### config.mk
export PLATFORM = sky130hd
export DESIGN_NAME = scd_month
export DESIGN_NICKNAME = d
export VERILOG_FILES = /design/src/rtl/scd_pkg.sv /design/src/rtl/scd_month.sv
export SDC_FILE = /design/constraint.sdc
export NUM_CORES = 1
export LEC_CHECK = 0
export ABC_AREA = 1
export BUFFER_PORTS_ARGS = -buffer_cell sky130_fd_sc_hd__buf_2
export CORE_UTILIZATION = 59
export DETAILED_ROUTE_END_ITERATION = 12
export GPL_TIMING_DRIVEN = 0
export HOLD_SLACK_MARGIN = 0.06
export PLACE_DENSITY = 0.86
export SYNTH_ARGS = -nofsm -noshare
export SYNTH_HDL_FRONTEND = slang
export SYNTH_SLANG_ARGS = --single-unit
### constraint.sdc
create_clock -name clock -period 5.1 [get_ports clock]
set_input_delay 0.255 -clock clock [delete_from_list [all_inputs] [get_ports clock]]
set_output_delay 0.255 -clock clock [all_outputs]
set_load 0.005 [all_outputs]
### src/rtl/scd_pkg.sv
// ---------------------------------------------------------------------------
// scd_pkg: shared types and constants of the calendar decoder
// Holds the stage payload structs and the calendar tables.
// ---------------------------------------------------------------------------
package scd_pkg;

   localparam logic [11:0] EPOCH_YEAR = 12'd2000;
   localparam logic [2:0]  EPOCH_WDAY = 3'd6;
   localparam logic [8:0]  LEAP_SKIP  = 9'd58;
   localparam int          DAY_W      = 16;   // days since epoch < 49711

   // Day offset past the 2100 skip: days from 2100-03-01 on lose one leap day.
   localparam logic [15:0] D2100  = 16'd36525;   // 2100-01-01 minus 2000-01-01
   localparam logic [15:0] FIX_AT = D2100 + 16'd59;

   // Reciprocals for the constant divides: q = (n * RCP) >> shift.
   localparam logic [31:0] RCP_60   = 32'h8888_8889;   // ceil(2^37 / 60)
   localparam logic [22:0] RCP_45   = 23'd5965233;     // ceil(2^28 / 45)
   localparam logic [16:0] RCP_1461 = 17'd91868;       // ceil(2^27 / 1461)
   localparam logic [17:0] RCP_7    = 18'd149797;      // ceil(2^20 / 7)

   // Stage 1 result: split of the count into time of day and day number.
   typedef struct packed {
      logic [5:0]       sec;
      logic [5:0]       min;
      logic [4:0]       hour;
      logic [DAY_W-1:0] days;
   } tod_type;

   // Stage 2 result: year and day of year.
   typedef struct packed {
      logic [5:0]  sec;
      logic [5:0]  min;
      logic [4:0]  hour;
      logic [2:0]  wday;
      logic [11:0] year;
      logic [8:0]  yday;   // already shifted past Feb 29 in common years
   } ydy_type;

   // Final result.
   typedef struct packed {
      logic [5:0]  sec;
      logic [5:0]  min;
      logic [4:0]  hour;
      logic [2:0]  wday;
      logic [4:0]  mday;
      logic [3:0]  month;
      logic [11:0] year;
      logic        dst;
   } cal_type;

   // Cumulative days before each month in a leap layout.
   function automatic logic [8:0] month_start(input logic [3:0] m);
      case (m)
         4'd1:    month_start = 9'd0;
         4'd2:    month_start = 9'd31;
         4'd3:    month_start = 9'd60;
         4'd4:    month_start = 9'd91;
         4'd5:    month_start = 9'd121;
         4'd6:    month_start = 9'd152;
         4'd7:    month_start = 9'd182;
         4'd8:    month_start = 9'd213;
         4'd9:    month_start = 9'd244;
         4'd10:   month_start = 9'd274;
         4'd11:   month_start = 9'd305;
         4'd12:   month_start = 9'd335;
         default: month_start = 9'd0;
      endcase
   endfunction

   function automatic logic [4:0] month_len(input logic [3:0] m);
      case (m)
         4'd2:                    month_len = 5'd29;
         4'd4, 4'd6, 4'd9, 4'd11: month_len = 5'd30;
         default:                 month_len = 5'd31;
      endcase
   endfunction

endpackage

### src/rtl/scd_month.sv
// ---------------------------------------------------------------------------
// scd_month: day of year to month and day, then summer-time adjust
// Two stages: month search, then the summer-time rule and rollover.
// ---------------------------------------------------------------------------
module scd_month (
   input  logic                 clock,
   input  logic                 reset,
   input  logic                 adv,
   input  logic                 in_valid,
   input  scd_pkg::ydy_type     in_data,
   output logic                 out_valid,
   output scd_pkg::cal_type     out_data
);

   logic       v1_ff;
   logic       v2_ff;
   logic [3:0] mon_in;
   scd_pkg::cal_type mid_ff;
   scd_pkg::cal_type data_ff;
   scd_pkg::cal_type fin;
   logic       past;
   logic       summer;

   always_comb begin
      mon_in = 4'd1;
      for (int m = 2; m <= 12; m++) begin
         if (in_data.yday >= scd_pkg::month_start(4'(m))) mon_in = 4'(m);
      end
   end

   always_comb begin
      fin  = mid_ff;
      past = ({1'b0, mid_ff.mday} >= 6'd25 + {3'd0, mid_ff.wday})
             && (mid_ff.wday != 3'd0 || mid_ff.hour >= 5'd2);
      if (mid_ff.month < 4'd3 || mid_ff.month > 4'd10) summer = 1'b0;
      else if (mid_ff.month == 4'd3)  summer = past;
      else if (mid_ff.month == 4'd10) summer = !past;
      else summer = 1'b1;
      fin.dst = summer;
      if (summer) begin
         if (mid_ff.hour == 5'd23) begin
            fin.hour = 5'd0;
            fin.wday = (mid_ff.wday == 3'd6) ? 3'd0 : mid_ff.wday + 3'd1;
            if (mid_ff.mday == scd_pkg::month_len(mid_ff.month)) begin
               fin.mday  = 5'd1;
               fin.month = mid_ff.month + 4'd1;
            end else begin
               fin.mday = mid_ff.mday + 5'd1;
            end
         end else begin
            fin.hour = mid_ff.hour + 5'd1;
         end
      end
   end

   always_ff @(posedge clock) begin
      if (reset) begin
         v1_ff <= 1'b0;
         v2_ff <= 1'b0;
      end else if (adv) begin
         v1_ff <= in_valid;
         v2_ff <= v1_ff;
      end
      if (adv) begin
         mid_ff.sec   <= in_data.sec;
         mid_ff.min   <= in_data.min;
         mid_ff.hour  <= in_data.hour;
         mid_ff.wday  <= in_data.wday;
         mid_ff.year  <= in_data.year;
         mid_ff.month <= mon_in;
         mid_ff.mday  <= 5'(in_data.yday - scd_pkg::month_start(mon_in)) + 5'd1;
         mid_ff.dst   <= 1'b0;
         data_ff      <= fin;
      end
   end

   assign out_valid = v2_ff;
   assign out_data  = data_ff;

endmodule

==> results of run 1 <==
[layout by cell type (no fill, tap or decap), types with 3 or more instances in the layout]
master	count
a21oi_1	13
buf_2	87
buf_4	3
bufinv_16	3
clkbuf_8	9
dlygate4sd3_1	24
edfxtp_1	83
ha_1	25
inv_1	33
inv_2	12
nand2_1	107
nand2_2	4
nand3_1	15
nand4_1	10
nor2_1	22
nor2_4	5
nor3_1	3
o211ai_1	3
o21ai_0	19
o21ai_1	6
xnor2_1	4
xor2_1	9
[per-layer routing]
| layer | part of all wire (%) | vias to the layer above | routed length [µm] | global-route usage (%) |
|---|---|---|---|---|
| met5 | 0 | - | 0 | 0 |
| met1 | 37 | 1528 | 3340 | 26.6 |
| met2 | 53 | 160 | 4820 | 44.4 |
| met4 | 3.3 | 0 | 299 | 12.4 |
| met3 | 7.6 | 30 | 692 | 7.49 |
| li1 | - | 1615 | - | - |
[report_power, final]
part           switching, mW  total, mW  internal (mW)
sequential            0.0434      0.907          0.864
combinational          0.221      0.378          0.157
clock                  0.252      0.585          0.333
total                  0.517       1.87           1.35
[worst max-delay path by stage]
| stage | startpoint | depth (start not counted) | end |
|---|---|---|---|
| 4_1_cts | in_data[2] | 24 | mid_ff[20] |
| 5_1_grt | in_data[6] | 28 | mid_ff[20] |
| 3_5_place_dp | in_data[3] | 21 | mid_ff[20] |
| 2_1_floorplan | in_data[8] | 24 | mid_ff[19] |
| 3_3_place_gp | in_data[6] | 21 | mid_ff[20] |
| 6_report | in_data[6] | 24 | mid_ff[20] |
[registers in the layout, indices dropped and copies added (netlist names)]
name / flops
out_valid: 1
out_data: 42
v1_ff: 1
mid_ff: 17
fin: 24
[kinds of logic after synthesis]
family | Yosys count
flip-flops | 85
AO/OA/AOI/OAI | 49
adder cells (fa/ha/maj) | 26
XOR/XNOR | 13
multiplexers | 1
buffers and inverters | 51
AND/OR/NAND/NOR | 176
[worst max-delay path, stage by stage]
cell and delay, ns:
buf_2 0.14, inv_1 0.13, nand2_1 0.08, o31ai_1 0.35, nand2_1 0.10, nand2_1 0.07, nand2_1 0.05, nand2_1 0.07
nand2_1 0.09, nand2_1 0.10, nand2_1 0.08, ha_1 0.21, nand2_1 0.07, nand2_1 0.07, inv_1 0.07, nand2_1 0.05
inv_1 0.05, a21oi_1 0.04, ha_1 0.30, inv_1 0.06, ha_1 0.20, inv_1 0.07, fa_1 0.38, xnor2_1 0.14
[cell type report]
cell class / count / area, µm² / share of cell area (%)
clock buffers: 9 / 124 / 2.32
repair buffers: 111 / 678 / 12.7
clock inverters: 7 / 128 / 2.39
flip-flops and latches: 85 / 2530 / 47.5
well taps: 96 / 120 / 2.25
inverters: 47 / 179 / 3.35
plain buffers: 4 / 23.8 / 0.446
multi-input cells: 265 / 1550 / 29.0
[per-stage QoR]
stage	total power, mW	cell area (µm²)	std cells	util (%)	hold WS [ns]
after floorplan	1.14	4280	401	-	0.324
after global placement	1.25	4840	584	70.1	0.400
after detailed placement	1.28	4840	584	70.1	0.405
after CTS	1.86	5270	618	76.4	0.0601
after global routing	1.96	5330	624	77.2	0.0614
final	1.87	5330	624	77.2	0.0718
==> flow_summary.json, run 1 <==
{
  "rsz0062_at_grt": "no",
  "r2r_slack_ns": 2.11,
  "die_area_mm2": 0.00761,
  "wl_per_cell_um": 14.7,
  "synthTopCellsByArea": "edfxtp_1 (58%), nand2_1 (9.4%), ha_1 (7.3%)",
  "yosysTopAreaCell": "edfxtp_1",
  "totalWireLength_um": 9160,
  "setup_viol": 0,
  "post-route-period-util_pct": 60.9,
  "antenna_cells": 0,
  "synth_cell_type_count": 39,
  "clock-sinks": 85,
  "ys.flop_type": "edfxtp_1",
  "worst_pin_slew_ns": 0.997,
  "synthTopCellsByCount": "nand2_1 (107), edfxtp_1 (83), inv_1 (33)",
  "coreArea_mm2": 0.00691,
  "drc_errors": 0,
  "synthMuxAreaShare_pct": 0.263,
  "clk_path_buf_depth": 2,
  "ant_nets": 0,
  "num_vias": 3333,
  "synthAdderAreaFrac_pct": 7.77,
  "min_from": "in_data[38]",
  "synth_top_area_share_pct": 58.2,
  "cts-buffers-inserted": 9,
  "die_h_um": 87.2,
  "ioPinCount": 88,
  "tritoncts": "done",
  "pwr_density_cell_mw_per_mm2": 351,
  "drive_gt1_share_pct": 26.3,
  "synth_compound_area_share_pct": 6.60,
  "hold_class": "in2reg",
  "max_freq_ghz": 0.322,
  "fin_ws_ns": 1.99,
  "drt_iter0_drc": 209,
  "dr.pass1.iters": 5,
  "critPathKind": "in2reg",
  "maxSlewViolCount": 0,
  "reg2reg_depth": 16,
  "vdd_drop_max_mv": 0.277,
  "synth_most_common_cell": "nand2_1",
  "cts_hold_buf": 18,
  "gp_congestion": 0.926,
  "setup_tns_ns": 0,
  "start_util_pct": 62.0,
  "status": "finished, final reports clean",
  "insertion_delay_ns": 0.37,
  "grt_pass1_vias": 3144,
  "fin_crit_ns": 3.11,
  "post_cts_buffers": 0,
  "critical_path_required_ns": 5.21,
  "synth_area_per_cell_um2": 10.7,
  "hold_violations": 0,
  "reg2reg_to": "out_data[24]",
  "syn_to_final_growth_pct": 24.5,
  "cts_root_buf": "clkbuf_8",
  "fp-row-count": 30,
  "yosysSeqAreaShare_pct": 59.1,
  "hold_end": "fin[39]",
  "dp_slack_ns": 1.70,
  "via_per_inst": 5.34,
  "synth_nets": 472,
  "antenna_found_initial": 0,
  "grt_pass1_wl_um": 14000,
  "relSlewSlack_pct": 33.5,
  "synthesis.area_mm2": 0.00428,
  "die_x_um": 87.2,
  "grt_util_all_layers_pct": 24.8,
  "p_leak_nw": 2.37,
  "min_path_cells": 1,
  "yosys_warnings": 0,
  "syn_inst": 401,
  "synth_xor_area_share_pct": 2.66,
  "ys_ff_latch": 85,
  "grt_remaining_overflow": 0,
  "synth_top_family_by_area": "simple AND/OR/NAND/NOR gates",
  "start_kind": "input pin",
  "nFillCells": 459,
  "port_buffers": 87,
  "cts.clk_slew.worst_paths_ns": 0.08,
  "worst_setup_path_end_kind": "flip-flop",
  "cap_viol_max_count": 0,
  "synthSimpleGateAreaFrac_pct": 18.9,
  "htree_num_levels": 3,
  "cp_max_fo": 6,
  "cts_resized": 0,
  "grt_max_degree": 87,
  "timing.rr.start": "mid_ff[22]",
  "fin_skew_ns": 0.0123,
  "nets": 594,
  "hpwl_um": 6140,
  "synth_edf_count": 83,
  "synth_async_sr_flop_share_pct": 0,
  "cp.arrival_ns": 3.22
}
(Power assumes the default switching activity.)
==> run 2: changes to the inputs <==
- CORE_UTILIZATION: 59 -> 55
- PLACE_DENSITY: 0.86 -> 0.81
- clock period: 5.1 -> 3.2 ns (I/O delays scaled with it)
==> run 2 against run 1 <==
  * Clock power increased by 23%
  * Utilization decreased by 3.9 points
  * Non-clock buffer count rose by 11
  * Hold slack improved by 0.11 ns
  * Critical path depth shrank 1
  * Power grew 49%
  * Setup slack worse by 1.7 ns
  * Clock-buffer cell count stayed put
  * Final cell count rose by 2.2%
  * First-iteration DRC count unchanged
  * Critical path type unchanged
  * Largest cell class unchanged
  * Highest routed layer unchanged
==> flow_summary.json, run 2 (synthesized netlist as in run 1, its figures left out) <==
{
  "status": "finished, final reports clean",
  "dp_slack_ns": -0.0759,
  "maxSlewViolCount": 0,
  "cts.clk_slew.worst_paths_ns": 0.09,
  "via_per_inst": 5.18,
  "layout_common_cells": "nand2_1 (105), buf_2 (87), edfxtp_1 (83), dlygate4sd3_1 (34), inv_1 (33)",
  "grt_remaining_overflow": 0,
  "syn_to_final_growth_pct": 26.8,
  "power_frac_seq_pct": 52.0,
  "switchingPower_mw": 0.847,
  "crit_chain": "buf_2 > inv_2 > nand4_2 > nor3_2 > nor2_4 > nand2_1 > nand2_1 > nand2_2 > nand2_1 > nand2_1 > ha_1 > nand2_1 > nand2_1 > inv_1 > nand2_1 > inv_1 > a21oi_1 > ha_1 > inv_1 > ha_1 > inv_1 > fa_1 > xnor2_1",
  "cp_max_fo": 7,
  "ant_nets": 0,
  "fin_ws_ns": 0.269,
  "drive_gt1_share_pct": 27.3,
  "post-route-period-util_pct": 91.6,
  "die_area_mm2": 0.00815,
  "die_x_um": 90.3,
  "cts-buffers-inserted": 9,
  "cts_root_buf": "clkbuf_8",
  "cap_viol_max_count": 0,
  "largest_register_ff_count": 42,
  "p_int_mw": 1.93,
  "cp.arrival_ns": 3.03,
  "worst_pin_slew_ns": 0.504,
  "worst_setup_path_end_kind": "flip-flop",
  "grt_util_all_layers_pct": 23.6,
  "relSlewSlack_pct": 66.3,
  "dr.max_layer_used": "met4",
  "insertion_delay_ns": 0.35,
  "final_common_cell": "nand2_1",
  "p_leak_nw": 2.40,
  "fin_skew_ns": 0.00993,
  "pwr_density_cell_mw_per_mm2": 511,
  "num_vias": 3308,
  "switching_share_pct": 30.5,
  "fp-row-count": 31,
  "power_mw": 2.78,
  "critPathSlowestCell": "fa_1",
  "grt_pass1_vias": 3188,
  "combPwrFrac_pct": 22.1,
  "post_cts_buffers": 0,
  "max_freq_ghz": 0.341,
  "vdd_drop_max_mv": 0.436,
  "ioPinCount": 88,
  "htree_num_levels": 3,
  "grt_max_degree": 87,
  "port_buffers": 87,
  "gp_congestion": 0.897,
  "drc_errors": 0,
  "path_delay_family": "simple AND/OR/NAND/NOR gates",
  "worst-path-buf-inv": 6,
  "die_h_um": 90.3,
  "wl_met3_um": 509,
  "wl_per_cell_um": 14.6,
  "fin_crit_ns": 2.93,
  "setup_viol": 0,
  "totalWireLength_um": 9320,
  "met1_length_um": 3410,
  "start_kind": "input pin",
  "tritoncts": "done",
  "antenna_cells": 0,
  "drt_iter0_drc": 209,
  "hold_violations": 0,
  "place_area_mm2": 0.00487,
  "clk_path_buf_depth": 2,
  "hpwl_um": 5620,
  "hold_class": "in2reg",
  "nets": 605,
  "start_util_pct": 57.8,
  "antenna_found_initial": 0,
  "max_stage_delay_ns": 0.40,
  "wl_met2_um": 5150,
  "design_area_mm2": 0.00543,
  "dr.pass1.iters": 6,
  "p_clk_share_pct": 25.9,
  "critical_path_required_ns": 3.30,
  "grt_pass1_wl_um": 14900,
  "critPathKind": "in2reg",
  "coreArea_mm2": 0.00741,
  "path_common_cell": "nand2_1",
  "clock-sinks": 85
}
==> run 2: cell types whose count changed in the layout (fill, tap and decap cells not counted), moves of 2 or more <==
cell and delta:
nor2_1 -2, clkinvlp_4 +2, nand2_1 -2, nand2_2 +2, a21oi_4 +2, dlygate4sd3_1 +10
a21oi_2 -2, bufinv_16 -3
==> run 2: final timing paths <==
kind              start      endpoint  slack [ns]  cells past startpoint
max          in_data[8]    mid_ff[20]        0.27                     23
min          in_data[0]    mid_ff[17]        0.18                      2
max reg2reg  mid_ff[22]  out_data[23]        0.32                     16
min reg2reg     fin[32]  out_data[32]        0.42                      0
==> run 2: through the flow <==
step / setup TNS [ns] / hold WS [ns] / std cells / util, %
CTS: 0 / 0.170 / 638 / 72.8
floorplan: 0 / 0.229 / 401 / -
detailed placement: -0.160 / 0.338 / 588 / 65.8
global placement: 0 / 0.327 / 587 / 65.4
global route: -0.00110 / 0.184 / 638 / 73.3
finish: 0 / 0.185 / 638 / 73.3
==> run 2: worst reg2reg max path, stage by stage, from the launching register on <==
cell and delay, ns:
edfxtp_1 0.46, ha_1 0.24, ha_1 0.28, inv_1 0.06, ha_1 0.26, inv_1 0.04
a21oi_1 0.13, o21ai_1 0.07, nand2_1 0.05, a21oi_1 0.05, nor2_1 0.18, nand2_1 0.09
nand2_2 0.16, nand3_2 0.18, buf_4 0.23, nand2_1 0.09, nand2_1 0.07
==> run 2: layout make-up <==
cell class | count | area, µm²
buffer | 4 | 23.8
sequential | 85 | 2530
fill | 494 | 1970
tap | 99 | 124
multi-input combinational | 265 | 1590
inverter | 47 | 179
timing repair buffer | 122 | 806
clock inverter | 7 | 57.6
clock buffer | 9 | 124
==> run 2: per-layer routing <==
| metal | vias to the layer above | GRT usage [%] |
|---|---|---|
| met5 | - | 0 |
| met4 | 0 | 8.47 |
| met3 | 20 | 5.30 |
| met2 | 146 | 45.7 |
| met1 | 1505 | 24.8 |
| li1 | 1637 | - |
==> run 2: power by group through the flow <==
stage               registers, mW  logic (mW)  clock network (mW)
finish                       1.44       0.614               0.720
CTS                          1.44       0.595               0.705
global route                 1.46       0.692               0.755
detailed placement           1.46       0.559                   0
floorplan                    1.46       0.360                   0
global placement             1.46       0.529                   0
==> run 2: timing repair <==
item,4_1_cts,5_1_grt
gates resized for setup,0,10
setup endpoints to repair,0,3
hold endpoints to repair,34,0
hold buffers,34,0
