==> config.mk <==
export PLATFORM = sky130hd
export DESIGN_NAME = scd_year
export DESIGN_NICKNAME = d
export VERILOG_FILES = /design/src/rtl/scd_pkg.sv /design/src/rtl/scd_year.sv
export SDC_FILE = /design/constraint.sdc
export NUM_CORES = 1
export LEC_CHECK = 0
export BUFFER_PORTS_ARGS = -buffer_cell sky130_fd_sc_hd__buf_2
export CORE_AREA = 3 3 163 165
export CTS_CLUSTER_SIZE = 25
export DETAILED_ROUTE_END_ITERATION = 8
export DIE_AREA = 0 0 166 168
export PLACE_DENSITY = 0.66
export REMOVE_ABC_BUFFERS = 1
export SETUP_SLACK_MARGIN = 0.05
export SYNTH_ARGS = -nofsm -noshare
export SYNTH_HDL_FRONTEND = slang
export SYNTH_SLANG_ARGS = --single-unit
==> constraint.sdc <==
create_clock -name clock -period 18.57 [get_ports clock]
set_input_delay 4.6425 -clock clock [delete_from_list [all_inputs] [get_ports clock]]
set_output_delay 4.6425 -clock clock [all_outputs]
set_load 0.05 [all_outputs]
==> src/rtl/scd_pkg.sv <==
// ---------------------------------------------------------------------------
// scd_pkg: shared types and constants of the calendar decoder
// Holds the stage payload structs and the calendar tables.
// ---------------------------------------------------------------------------
package scd_pkg;

   localparam logic [11:0] EPOCH_YEAR = 12'd2000;
   localparam logic [2:0]  EPOCH_WDAY = 3'd6;
   localparam logic [8:0]  LEAP_SKIP  = 9'd58;
   localparam int          DAY_W      = 16;   // days since epoch < 49711

   // Day offset past the 2100 skip: days from 2100-03-01 on lose one leap day.
   localparam logic [15:0] D2100  = 16'd36525;   // 2100-01-01 minus 2000-01-01
   localparam logic [15:0] FIX_AT = D2100 + 16'd59;

   // Reciprocals for the constant divides: q = (n * RCP) >> shift.
   localparam logic [31:0] RCP_60   = 32'h8888_8889;   // ceil(2^37 / 60)
   localparam logic [22:0] RCP_45   = 23'd5965233;     // ceil(2^28 / 45)
   localparam logic [16:0] RCP_1461 = 17'd91868;       // ceil(2^27 / 1461)
   localparam logic [17:0] RCP_7    = 18'd149797;      // ceil(2^20 / 7)

   // Stage 1 result: split of the count into time of day and day number.
   typedef struct packed {
      logic [5:0]       sec;
      logic [5:0]       min;
      logic [4:0]       hour;
      logic [DAY_W-1:0] days;
   } tod_type;

   // Stage 2 result: year and day of year.
   typedef struct packed {
      logic [5:0]  sec;
      logic [5:0]  min;
      logic [4:0]  hour;
      logic [2:0]  wday;
      logic [11:0] year;
      logic [8:0]  yday;   // already shifted past Feb 29 in common years
   } ydy_type;

   // Final result.
   typedef struct packed {
      logic [5:0]  sec;
      logic [5:0]  min;
      logic [4:0]  hour;
      logic [2:0]  wday;
      logic [4:0]  mday;
      logic [3:0]  month;
      logic [11:0] year;
      logic        dst;
   } cal_type;

   // Cumulative days before each month in a leap layout.
   function automatic logic [8:0] month_start(input logic [3:0] m);
      case (m)
         4'd1:    month_start = 9'd0;
         4'd2:    month_start = 9'd31;
         4'd3:    month_start = 9'd60;
         4'd4:    month_start = 9'd91;
         4'd5:    month_start = 9'd121;
         4'd6:    month_start = 9'd152;
         4'd7:    month_start = 9'd182;
         4'd8:    month_start = 9'd213;
         4'd9:    month_start = 9'd244;
         4'd10:   month_start = 9'd274;
         4'd11:   month_start = 9'd305;
         4'd12:   month_start = 9'd335;
         default: month_start = 9'd0;
      endcase
   endfunction

   function automatic logic [4:0] month_len(input logic [3:0] m);
      case (m)
         4'd2:                    month_len = 5'd29;
         4'd4, 4'd6, 4'd9, 4'd11: month_len = 5'd30;
         default:                 month_len = 5'd31;
      endcase
   endfunction

endpackage

==> src/rtl/scd_year.sv <==
// ---------------------------------------------------------------------------
// scd_year: day number to year and day of year
// Two stages: four-year cycle split, then year within the cycle.
// ---------------------------------------------------------------------------
module scd_year (
   input  logic                 clock,
   input  logic                 reset,
   input  logic                 adv,
   input  logic                 in_valid,
   input  scd_pkg::tod_type     in_data,
   output logic                 out_valid,
   output scd_pkg::ydy_type     out_data
);

   logic        v1_ff;
   logic [15:0] adj_in;
   logic [32:0] cyc_prod;
   logic [5:0]  cyc_in;
   logic [10:0] rem_in;
   logic [16:0] wn_in;
   logic [34:0] wq_prod;
   logic [2:0]  wday_in;
   logic [5:0]  cyc_ff;        // four-year cycles
   logic [10:0] rem_ff;        // day within cycle
   logic [2:0]  wday_ff;
   logic [5:0]  sec_ff;
   logic [5:0]  min_ff;
   logic [4:0]  hour_ff;
   logic [1:0]  yq;
   logic [8:0]  yd;
   logic        leap;
   logic        v2_ff;
   scd_pkg::ydy_type data_ff;

   // Count as if 2100 were a leap year by inserting Feb 29 2100.
   // Split by 1461 and by 7 with reciprocal multiplies.
   always_comb begin
      adj_in   = (in_data.days >= scd_pkg::FIX_AT) ? in_data.days + 16'd1 : in_data.days;
      cyc_prod = 33'(adj_in) * 33'(scd_pkg::RCP_1461);
      cyc_in   = cyc_prod[32:27];
      rem_in   = adj_in[10:0] - 11'({5'd0, cyc_in} * 11'd1461);
      wn_in    = 17'(in_data.days) + 17'(scd_pkg::EPOCH_WDAY);
      wq_prod  = 35'(wn_in) * 35'(scd_pkg::RCP_7);
      wday_in  = wn_in[2:0] - 3'(wq_prod[22:20] * 3'd7);
   end

   // The first year of a cycle uses the leap layout as is; 2100 gets its
   // skipped day from the inserted Feb 29 above.
   always_comb begin
      if (rem_ff < 11'd366) begin
         yq = 2'd0; yd = 9'(rem_ff);
      end else if (rem_ff < 11'd731) begin
         yq = 2'd1; yd = 9'(rem_ff - 11'd366);
      end else if (rem_ff < 11'd1096) begin
         yq = 2'd2; yd = 9'(rem_ff - 11'd731);
      end else begin
         yq = 2'd3; yd = 9'(rem_ff - 11'd1096);
      end
      leap = (yq == 2'd0);
   end

   always_ff @(posedge clock) begin
      if (reset) begin
         v1_ff <= 1'b0;
         v2_ff <= 1'b0;
      end else if (adv) begin
         v1_ff <= in_valid;
         v2_ff <= v1_ff;
      end
      if (adv) begin
         cyc_ff  <= cyc_in;
         rem_ff  <= rem_in;
         wday_ff <= wday_in;
         sec_ff  <= in_data.sec;
         min_ff  <= in_data.min;
         hour_ff <= in_data.hour;
         data_ff.sec  <= sec_ff;
         data_ff.min  <= min_ff;
         data_ff.hour <= hour_ff;
         data_ff.wday <= wday_ff;
         data_ff.year <= scd_pkg::EPOCH_YEAR + {4'd0, cyc_ff, 2'b00} + 12'(yq);
         data_ff.yday <= (!leap && yd > scd_pkg::LEAP_SKIP) ? yd + 9'd1 : yd;
      end
   end

   assign out_valid = v2_ff;
   assign out_data  = data_ff;

endmodule

==> metrics.md, run 1 <==
| Metric | Value |
|---|---|
| Resized cells post-CTS | `0` |
| Antenna violations before repair | `0` |
| Final Cell Area | `13290 µm²` |
| Final setup fails | `0` |
| Sum Neg Setup Slack | `0 ns` |
| WL final | `25780 µm` |
| Port Buffers | `78` |
| Reg-to-reg startpoint | `rem_ff[3]$_DFFE_PP_` |
| Pre-antenna DRT Iters | `4` |
| Commonest non-fill, non-tap cell in the layout | `inv_1` |
| Clk_skew | `about 0.014 ns` |
| DRC viols | `0` |
| Flip-flop and latch area | `2352 µm²` |
| Via-to-Cell Ratio | `just over 5` |
| CTS tree | `yes` |
| Fill cells | `around 2200` |
| Type of the worst setup path | `input pin to register` |
| Worst min path class | `register to register` |
| Final Non-Filler Cells | `1591` |
| Clk_lat worst skew | `0.34 ns` |
| Worst setup path start | `in_data[5]` |
| Htree depth | `3` |
| Post CTS Setup Buffer Count | `0` |
| DP HPWL | `about 22000 µm` |
| Reg2Reg Depth | `10` |
| Area of the mapped netlist | `12270 µm²` |
| # hold bufs at CTS | `0` |
| Min Tclk post-route | `between 15 and 20 ns` |
| Dpl cell area | `approximately 13000 µm²` |
| Area of the multi-input gates | `8712 µm²` |
| Yosys warns | `0` |
| Starting Density | `0.4871` |
| Placed insts | `1575` |
| Core ar. | `25180 µm²` |
| Layout Nets | `1670` |
| GRT overflow | `0` |
| Total Routing Usage GR | `0.1921` |
| EDFF count, synth | `77` |
| CTS max path bufs | `2` |
| DR vias | `8200` |
| Mean Syn Cell Area | `10.40 µm²` |
| Most frequent cells in the layout | `inv_1, ha_1, fa_1` |
| Post-synth cell types | `80` |
| Crit Path Max Fanout | `8` |
| Root Buffer | `clkbuf_16` |
| RSZ-0062 raised after global routing | `no` |
| ANT nets after route | `0` |
| First-pass GRT wire length | `43630 µm` |
| Wirelength per Cell | `16.20 µm` |
| CP max-delay cell | `fa_1` |
| Cells after synthesis | `1180` |
| Worst endpoint data arrival time | `15.63 ns` |
| Worst Setup Start Kind | `input pin` |
| Slowest stage delay, CP | `about 0.63 ns` |
| Diode count | `0` |
| Die Y-Extent | `168 µm` |
| Layout area overhead | `8.323%` |
| FF-to-FF setup slack | `15.01 ns` |
| Dominant synthesized flop cell | `edfxtp_1` |
| Max-Cap Viols | `0` |
| CP endpoint | `rem_ff[10]$_DFFE_PP_` |
| Die W | `166 µm` |
| Period utilization | `0.8371` |
| Slew HR | `0.2096` |
| Final Max Slew Viols | `0` |
| Clock sinks | `between 70 and 80` |
| Asr flop ratio synth | `0` |
| Number of global-route vias before repair | `~8500` |
| IO Count | `79` |
| Cell row count | `58` |
| Worst endpoint required time | `18.66 ns` |
| Worst Tran Pin Value | `1.177 ns` |
| RR Endpoint | `out_data[7]$_DFFE_PP_` |
| Final Hold Fails | `0` |
| Iter 0 DRT Violations | `396` |
| Status | `completed` |
| Critical Path Sink Type | `register` |
| Flops & latches, synth | `79` |
| GPL Wtd Cong | `about 0.88` |
| Die Area | `27890 µm²` |
| Largest net degree at the start of global routing | `80` |
| Num CTS Buffers | `9` |
| Post-synthesis sequential area ratio | `0.1918` |
| Reg clk slew, reported paths | `approximately 0.070 ns` |
| FMAX | `64.33 MHz` |
| Share of post-route cells with drive strength above 1 | `0.1007` |
## registers in the layout (all words and copies together), names as in the netlist
| signal | count |
|---|---|
| v1_ff | 1 |
| wday_ff | 3 |
| hour_ff | 5 |
| min_ff | 6 |
| out_valid | 1 |
| cyc_ff | 6 |
| sec_ff | 6 |
| rem_ff | 11 |
| out_data | 40 |
## how the worst min path moves through the flow
| stage | startpoint | endpoint | slack [ns] | cells past startpoint |
|---|---|---|---|---|
| floorplan | cyc_ff[0]$_DFFE_PP_ | out_data[11]$_DFFE_PP_ | 0.40 | 0 |
| global placement | sec_ff[3]$_DFFE_PP_ | out_data[38]$_DFFE_PP_ | 0.40 | 0 |
| detailed placement | cyc_ff[0]$_DFFE_PP_ | out_data[11]$_DFFE_PP_ | 0.41 | 0 |
| CTS | sec_ff[0]$_DFFE_PP_ | out_data[35]$_DFFE_PP_ | 0.42 | 0 |
| global route | min_ff[1]$_DFFE_PP_ | out_data[30]$_DFFE_PP_ | 0.42 | 0 |
| finish | sec_ff[0]$_DFFE_PP_ | out_data[35]$_DFFE_PP_ | 0.41 | 0 |
## Yosys cell counts, types with 3 or more instances
master    count  area (µm²)
inv_1       298        1119
and2_1        5       31.28
nor2_1       39       146.4
nand4b_1      3       26.28
or2_2         3       18.77
nand2_1      31       116.4
a21o_1       16       120.1
a211oi_1      3       22.52
xnor2_1      72       630.6
and3_1        7       43.79
edfxtp_1     77        2312
nand3_1      17       85.08
fa_1        143        2863
nor2b_1       8       50.05
xor2_1       38       332.8
nand4_1       6       37.54
o21bai_1      6       45.04
clkbuf_1      3       11.26
o21ai_0      27       135.1
a31oi_1       3       18.77
a21oi_1      43       215.2
mux2i_1       3       30.03
ha_1        234        2928
nor3_1       10       50.05
o21a_1        7       52.55
buf_2        10       50.05
## through the flow
stage | hold WS [ns] | setup slack [ns] | utilization
5_1_grt | 0.4229 | 2.297 | 0.5277
4_1_cts | 0.4170 | 2.997 | 0.5277
6_report | 0.4137 | 3.025 | 0.5277
3_5_place_dp | 0.4056 | 2.648 | 0.5165
3_3_place_gp | 0.4006 | 2.887 | 0.5165
2_1_floorplan | 0.4003 | 4.121 | -
## logic make-up (layout without fill, tap and decap cells)
family,after synthesis,after routing,share of synthesized area
DFF,79,79,0.1918
muxes,5,5,0.004896
AOI/OAI and AO/OA,147,147,0.08864
and+or+nand+nor,145,145,0.06069
xor gates and xnor gates,113,113,0.08395
adders and majority gates,377,377,0.4721
buffers and inverters,314,395,0.09802
## critical path: cells and delay by family
family          cells  cell delay (ns)
compound gates     10             2.41
xor+xnor            4             1.21
fa+ha+maj          12             5.15
buf+inv            10             1.16
simple gates        5             1.03
## layer usage
metal  vias up  share of wire  track usage
met5         -              0            0
met3        35          0.047      0.02911
li1       4000              -            -
met2       206           0.45       0.3090
met1      3959           0.49       0.2776
met4         0          0.017      0.04159
## area by class of cell
class                   count  area share
inverters                 299     0.08446
clock buffers               9     0.01695
well taps                 330     0.03107
flip-flops and latches     79      0.1770
repair buffers             80     0.03070
clock inverters             7    0.004143
multi-input cells         787      0.6557
Power of run 1 is not shown: default switching activity piles up to over one toggle a cycle in this logic, so the estimate is an artifact.
==> inputs of run 2 (changes only) <==
--- a/config.mk
+++ b/config.mk
@@ -10,7 +10,7 @@
 export CTS_CLUSTER_SIZE = 25
 export DETAILED_ROUTE_END_ITERATION = 8
 export DIE_AREA = 0 0 166 168
-export PLACE_DENSITY = 0.66
+export PLACE_DENSITY = 0.68
 export REMOVE_ABC_BUFFERS = 1
 export SETUP_SLACK_MARGIN = 0.05
 export SYNTH_ARGS = -nofsm -noshare
==> constraint.sdc (replaced) <==
create_clock -name clock -period 13.4 [get_ports clock]
set_input_delay 3.35 -clock clock [delete_from_list [all_inputs] [get_ports clock]]
set_output_delay 3.35 -clock clock [all_outputs]
set_load 0.05 [all_outputs]
==> metrics.md, run 2 (synthesis results as in run 1) <==
| Metric | Value |
|---|---|
| Status | `completed (unchanged)` |
| Root Buffer | `clkbuf_16 (unchanged)` |
| Most used cell, CP | `fa_1` |
| Worst path bufs/invs | `9 (was 10)` |
| Starting Density | `0.4871 (unchanged)` |
| Worst Tran Pin Value | `0.9319 ns (was 1.177 ns)` |
| CP max-delay cell | `fa_1 (unchanged)` |
| Clk_lat worst skew | `0.33 ns (was 0.34 ns)` |
| Die Y-Extent | `168 µm (unchanged)` |
| Slew HR | `0.3787 (was 0.2096)` |
| Core ar. | `25180 µm² (unchanged)` |
| Die W | `166 µm (unchanged)` |
| Iter 0 DRT Violations | `567 (was 396)` |
| Reg2Reg Depth | `10 (unchanged)` |
| Htree depth | `3 (unchanged)` |
| WL final | `25550 µm (was 25780 µm)` |
| Slowest stage delay, CP | `0.56 ns (was 0.63 ns)` |
| GRT overflow | `0 (unchanged)` |
| GPL Wtd Cong | `0.8756 (was 0.8788)` |
| CP top delay family | `adder cells (unchanged)` |
| Hold path cells | `0 (unchanged)` |
| Pre-antenna DRT Iters | `5 (was 4)` |
| Clock sinks | `79 (unchanged)` |
| Dpl cell area | `13410 µm² (was 13010 µm²)` |
| Largest register FFs | `40 (unchanged)` |
| Layout Nets | `1727 (was 1670)` |
| Hold Startpoint | `sec_ff[3]$_DFFE_PP_ (was sec_ff[0]$_DFFE_PP_)` |
| Number of global-route vias before repair | `8636 (was 8548)` |
| ANT nets after route | `0 (unchanged)` |
| Fill cells | `2164 (was 2241)` |
| FMAX | `77.44 MHz` |
| Min Tclk post-route | `roughly 13 ns` |
| Reg clk slew, reported paths | `0.06 ns (was 0.07 ns)` |
| Type of the worst setup path | `input pin to register (unchanged)` |
| Via-to-Cell Ratio | `5.019 (was 5.154)` |
| Final setup fails | `0 (unchanged)` |
| Cell row count | `58 (unchanged)` |
| Total Routing Usage GR | `0.1895 (was 0.1921)` |
| Worst endpoint required time | `13.48 ns (was 18.66 ns)` |
| Crit Path Max Fanout | `4 (was 8)` |
| Worst setup path start | `in_data[3] (was in_data[5])` |
| Most frequent cells in the layout | `inv_1, ha_1, fa_1 (unchanged)` |
| Die Area | `27890 µm² (unchanged)` |
| # hold bufs at CTS | `0 (unchanged)` |
| Commonest non-fill, non-tap cell in the layout | `inv_1 (unchanged)` |
| Period utilization | `0.9637` |
| Layout area overhead | `12.95% (was 8.323%)` |
| Area of the multi-input gates | `8866 µm² (was 8712 µm²)` |
| Port Buffers | `78 (unchanged)` |
| Share of post-route cells with drive strength above 1 | `0.1555 (was 0.1007)` |
| Max-Cap Viols | `0 (unchanged)` |
| Wirelength per Cell | `15.50 µm (was 16.20 µm)` |
| Flip-flop and latch area | `2352 µm² (unchanged)` |
| Final Max Slew Viols | `0 (unchanged)` |
| Worst endpoint data arrival time | `12.99 ns (was 15.63 ns)` |
| DP HPWL | `22330 µm (was 22470 µm)` |
| Worst min path class | `register to register (unchanged)` |
| IO Count | `79 (unchanged)` |
| Clk_skew | `0.004563 ns (was 0.01354 ns)` |
| Reg-to-reg startpoint | `rem_ff[3]$_DFFE_PP_ (unchanged)` |
| Final Hold Fails | `0 (unchanged)` |
| CTS max path bufs | `2 (unchanged)` |
| Num CTS Buffers | `9 (unchanged)` |
| Worst Setup Start Kind | `input pin (unchanged)` |
| Final Cell Area | `13860 µm² (was 13290 µm²)` |
| CTS tree | `yes (unchanged)` |
| DRC viols | `0 (unchanged)` |
| DR vias | `8271 (was 8200)` |
| Critical Path Sink Type | `register (unchanged)` |
| RSZ-0062 raised after global routing | `no (unchanged)` |
| Largest net degree at the start of global routing | `80 (unchanged)` |
| First-pass GRT wire length | `43220 µm (was 43630 µm)` |
| Diode count | `0 (unchanged)` |
| Antenna violations before repair | `0 (unchanged)` |
| Cell depth of the worst setup path | `41 (unchanged)` |
==> run 2: changes by cell type in the layout (fill, tap and decap cells not counted), moves of 3 or more <==
cell / delta
a21oi_1: -3
a21oi_2: +3
buf_4: +57
clkinv_2: +3
nor2_1: -3
o21ai_0: -3
o21ai_2: +3
xor2_1: -4
xor2_2: +3
==> run 2: final timing paths <==
path / to / slack [ns]
min: out_data[38]$_DFFE_PP_ / 0.41
max reg2reg: out_data[3]$_DFFE_PP_ / 9.81
min reg2reg: out_data[38]$_DFFE_PP_ / 0.41
max: rem_ff[10]$_DFFE_PP_ / 0.49
==> run 2: worst reg2reg max path: stages (launching register included) <==
cell	delay (ns)
edfxtp_1	0.53
ha_1	0.33
a21oi_1	0.25
a21o_1	0.23
nand2_2	0.22
a211oi_2	0.28
xor2_1	0.37
nand2_1	0.18
o41ai_4	0.55
nand3_1	0.19
xor2_1	0.18
==> run 2: area by class of cell <==
cell class / count / share of cell area
clock buffer: 10 / 0.01653
sequential: 79 / 0.1698
timing repair buffer: 137 / 0.06032
multi-input combinational: 787 / 0.6399
clock inverter: 6 / 0.002709
tap: 330 / 0.02980
inverter: 299 / 0.08100
==> run 2: repair_timing <==
item | 4_1_cts | 5_1_grt
buffers inserted | 0 | 4
resized for setup | 0 | 30
setup endpoints to repair | 0 | 3
==> run 2: layer usage <==
metal | global-route usage | vias up | routed length [µm]
met5 | 0 | - | 0
met4 | 0.03400 | 0 | 264
met3 | 0.02137 | 20 | 989
met2 | 0.3084 | 169 | 11620
met1 | 0.2789 | 3974 | 12680
li1 | - | 4108 | -
==> run 2: per-stage QoR <==
step,util,hold slack (ns),TNS (ns),instances,worst slack [ns]
after floorplan,-,0.4003,0,1165,0.2435
after global placement,0.5323,0.4011,0,1628,0.04766
after detailed placement,0.5323,0.4045,-0.1556,1628,-0.1556
after CTS,0.5429,0.4138,0,1644,0.1816
after global routing,0.5502,0.4185,0,1648,0.04212
final,0.5502,0.4140,0,1648,0.4868
Power of run 2 is left out for the same reason.
==> inputs of run 3 (changes only) <==
--- a/config.mk
+++ b/config.mk
@@ -6,11 +6,13 @@
 export NUM_CORES = 1
 export LEC_CHECK = 0
 export BUFFER_PORTS_ARGS = -buffer_cell sky130_fd_sc_hd__buf_2
-export CORE_AREA = 3 3 163 165
+export CELL_PAD_IN_SITES_DETAIL_PLACEMENT = 0
+export CELL_PAD_IN_SITES_GLOBAL_PLACEMENT = 1
+export CORE_AREA = 3 3 168 170
 export CTS_CLUSTER_SIZE = 25
 export DETAILED_ROUTE_END_ITERATION = 8
-export DIE_AREA = 0 0 166 168
-export PLACE_DENSITY = 0.68
+export DIE_AREA = 0 0 171 173
+export PLACE_DENSITY_LB_ADDON = 0.1
 export REMOVE_ABC_BUFFERS = 1
 export SETUP_SLACK_MARGIN = 0.05
 export SYNTH_ARGS = -nofsm -noshare
==> metrics.md, run 3 (synthesis results as in run 1) <==
| Metric | Value |
|---|---|
| DR vias | `8157 (was 8271)` |
| Layout area overhead | `13.11% (was 12.95%)` |
| DRC viols | `0 (unchanged)` |
| Max-Cap Viols | `0 (unchanged)` |
| Total Routing Usage GR | `0.1872 (was 0.1895)` |
| Slowest stage delay, CP | `0.52 ns (was 0.56 ns)` |
| Period utilization | `0.9547 (was 0.9637)` |
| Critical Path Sink Type | `register (unchanged)` |
| Worst min path class | `register to register (unchanged)` |
| Num CTS Buffers | `9 (unchanged)` |
| Sum Neg Setup Slack | `0 ns (unchanged)` |
| Worst Setup Start Kind | `input pin (unchanged)` |
| RSZ-0062 raised after global routing | `no (unchanged)` |
| Worst Tran Pin Value | `0.9691 ns (was 0.9319 ns)` |
| Hold Startpoint | `min_ff[3]$_DFFE_PP_ (was sec_ff[3]$_DFFE_PP_)` |
| Via-to-Cell Ratio | `4.917 (was 5.019)` |
| Largest net degree at the start of global routing | `80 (unchanged)` |
| Final Max Slew Viols | `0 (unchanged)` |
| FF-to-FF setup slack | `9.80 ns (was 9.81 ns)` |
| Die W | `171 µm (was 166 µm)` |
| Hold path cells | `0 (unchanged)` |
| FMAX | `78.17 MHz (was 77.44 MHz)` |
| Clock sinks | `79 (unchanged)` |
| Cell row count | `60 (was 58)` |
| RR Endpoint | `out_data[7]$_DFFE_PP_ (was out_data[3]$_DFFE_PP_)` |
| Largest register FFs | `40 (unchanged)` |
| Worst endpoint data arrival time | `12.87 ns (was 12.99 ns)` |
| Clk_skew | `0.006274 ns (was 0.004563 ns)` |
| Slew HR | `0.3539 (was 0.3787)` |
| Most used cell, CP | `fa_1 (unchanged)` |
| Reg-to-reg startpoint | `rem_ff[3]$_DFFE_PP_ (unchanged)` |
| Type of the worst setup path | `input pin to register (unchanged)` |
| First-pass GRT wire length | `43990 µm (was 43220 µm)` |
| Final Cell Area | `13870 µm² (was 13860 µm²)` |
| ANT nets after route | `0 (unchanged)` |
| Fin Hold WS | `0.4181 ns (was 0.4140 ns)` |
| WL final | `26510 µm (was 25550 µm)` |
| Util after Layout | `0.5162 (was 0.5502)` |
| Crit Path Max Fanout | `5 (was 4)` |
| CTS max path bufs | `2 (unchanged)` |
| Commonest non-fill, non-tap cell in the layout | `inv_1 (unchanged)` |
| CP max-delay cell | `fa_1 (unchanged)` |
| Final Hold Fails | `0 (unchanged)` |
| GPL Wtd Cong | `0.8767 (was 0.8756)` |
| Wirelength per Cell | `15.98 µm (was 15.50 µm)` |
| Min Tclk post-route | `12.79 ns (was 12.91 ns)` |
| Core ar. | `26880 µm² (was 25180 µm²)` |
| CTS tree | `yes (unchanged)` |
| DP HPWL | `23460 µm (was 22330 µm)` |
| Port Buffers | `78 (unchanged)` |
| Root Buffer | `clkbuf_16 (unchanged)` |
| Reg clk slew, reported paths | `0.06 ns (about the same)` |
| Antenna violations before repair | `0 (unchanged)` |
| Layout Nets | `1727 (unchanged)` |
| Iter 0 DRT Violations | `403 (was 567)` |
| GRT overflow | `0 (unchanged)` |
| Reg2Reg Depth | `10 (unchanged)` |
| Diode count | `0 (unchanged)` |
| Pre-antenna DRT Iters | `5 (unchanged)` |
| Number of global-route vias before repair | `8457 (was 8636)` |
| Share of post-route cells with drive strength above 1 | `0.1548 (was 0.1555)` |
| IO Count | `79 (unchanged)` |
| Die Y-Extent | `173 µm (was 168 µm)` |
| Worst endpoint required time | `13.48 ns (about the same)` |
| Starting Density | `0.4564 (was 0.4871)` |
| Htree depth | `3 (unchanged)` |
| Dpl cell area | `13430 µm² (was 13410 µm²)` |
| Die Area | `29580 µm² (was 27890 µm²)` |
| WHS Endpoint | `out_data[32]$_DFFE_PP_ (was out_data[38]$_DFFE_PP_)` |
| Clk_lat worst skew | `0.33 ns (about the same)` |
| Final setup fails | `0 (unchanged)` |
| Most frequent cells in the layout | `inv_1, ha_1, fa_1 (unchanged)` |
| Status | `completed (unchanged)` |
## run 3: cell types whose count changed in the layout (fill, tap and decap cells not counted), moves of 2 or more
cell and delta:
clkinv_2 -3, a21oi_1 +2, a21oi_2 -2, ha_1 +2, ha_4 -2, inv_6 +2
xnor2_1 -2, xnor2_2 +2, xor2_1 -2, xor2_2 +2
## run 3: worst max path at each step
stage / from / to / slack, ns / cells past startpoint
final: in_data[11] / rem_ff[10]$_DFFE_PP_ / 0.61 / 41
after global routing: in_data[5] / rem_ff[10]$_DFFE_PP_ / 0.07 / 41
after CTS: in_data[11] / rem_ff[10]$_DFFE_PP_ / 0.35 / 40
after detailed placement: in_data[11] / rem_ff[10]$_DFFE_PP_ / 0.01 / 40
after global placement: in_data[5] / rem_ff[10]$_DFFE_PP_ / 0.18 / 41
after floorplan: in_data[11] / rem_ff[10]$_DFFE_PP_ / 0.24 / 40
## run 3: area by class of cell
cell class / count / area [µm²]
Clock buffer: 10 / 229.0
Clock inverter: 6 / 52.55
Fill cell: 2582 / 13000
Inverter: 299 / 1122
Multi-Input combinational cell: 787 / 8841
Sequential cell: 79 / 2352
Tap cell: 341 / 426.7
Timing Repair Buffer: 137 / 850.8
## run 3: layer usage
layer / up-vias / GRT usage / wire length, µm
met1: 3935 / 0.2649 / 12820
met2: 103 / 0.3171 / 12600
met3: 14 / 0.01806 / 799
met4: 0 / 0.03186 / 284
li1: 4105 / - / -
met5: - / 0 / 0
## run 3: worst max-delay path, delay by kind of cell
family	cells	cell delay (ns)
compound gates	10	1.75
xor+xnor	4	0.73
buf+inv	9	0.79
fa+ha+maj	12	5.02
simple gates	6	1.18
## run 3: per-stage QoR
stage / setup WS [ns] / std cells
after floorplan: 0.2435 / 1165
after global placement: 0.1760 / 1639
after detailed placement: 0.01067 / 1639
after CTS: 0.3536 / 1655
after global routing: 0.06996 / 1659
final: 0.6068 / 1659
## run 3: repair_timing
action / 4_1_cts / 5_1_grt
hold buffers: 0 / 0
resized for setup: 0 / 27
setup endpoints to repair: 0 / 1
buffers inserted: 0 / 4
Power of run 3 is left out for the same reason.
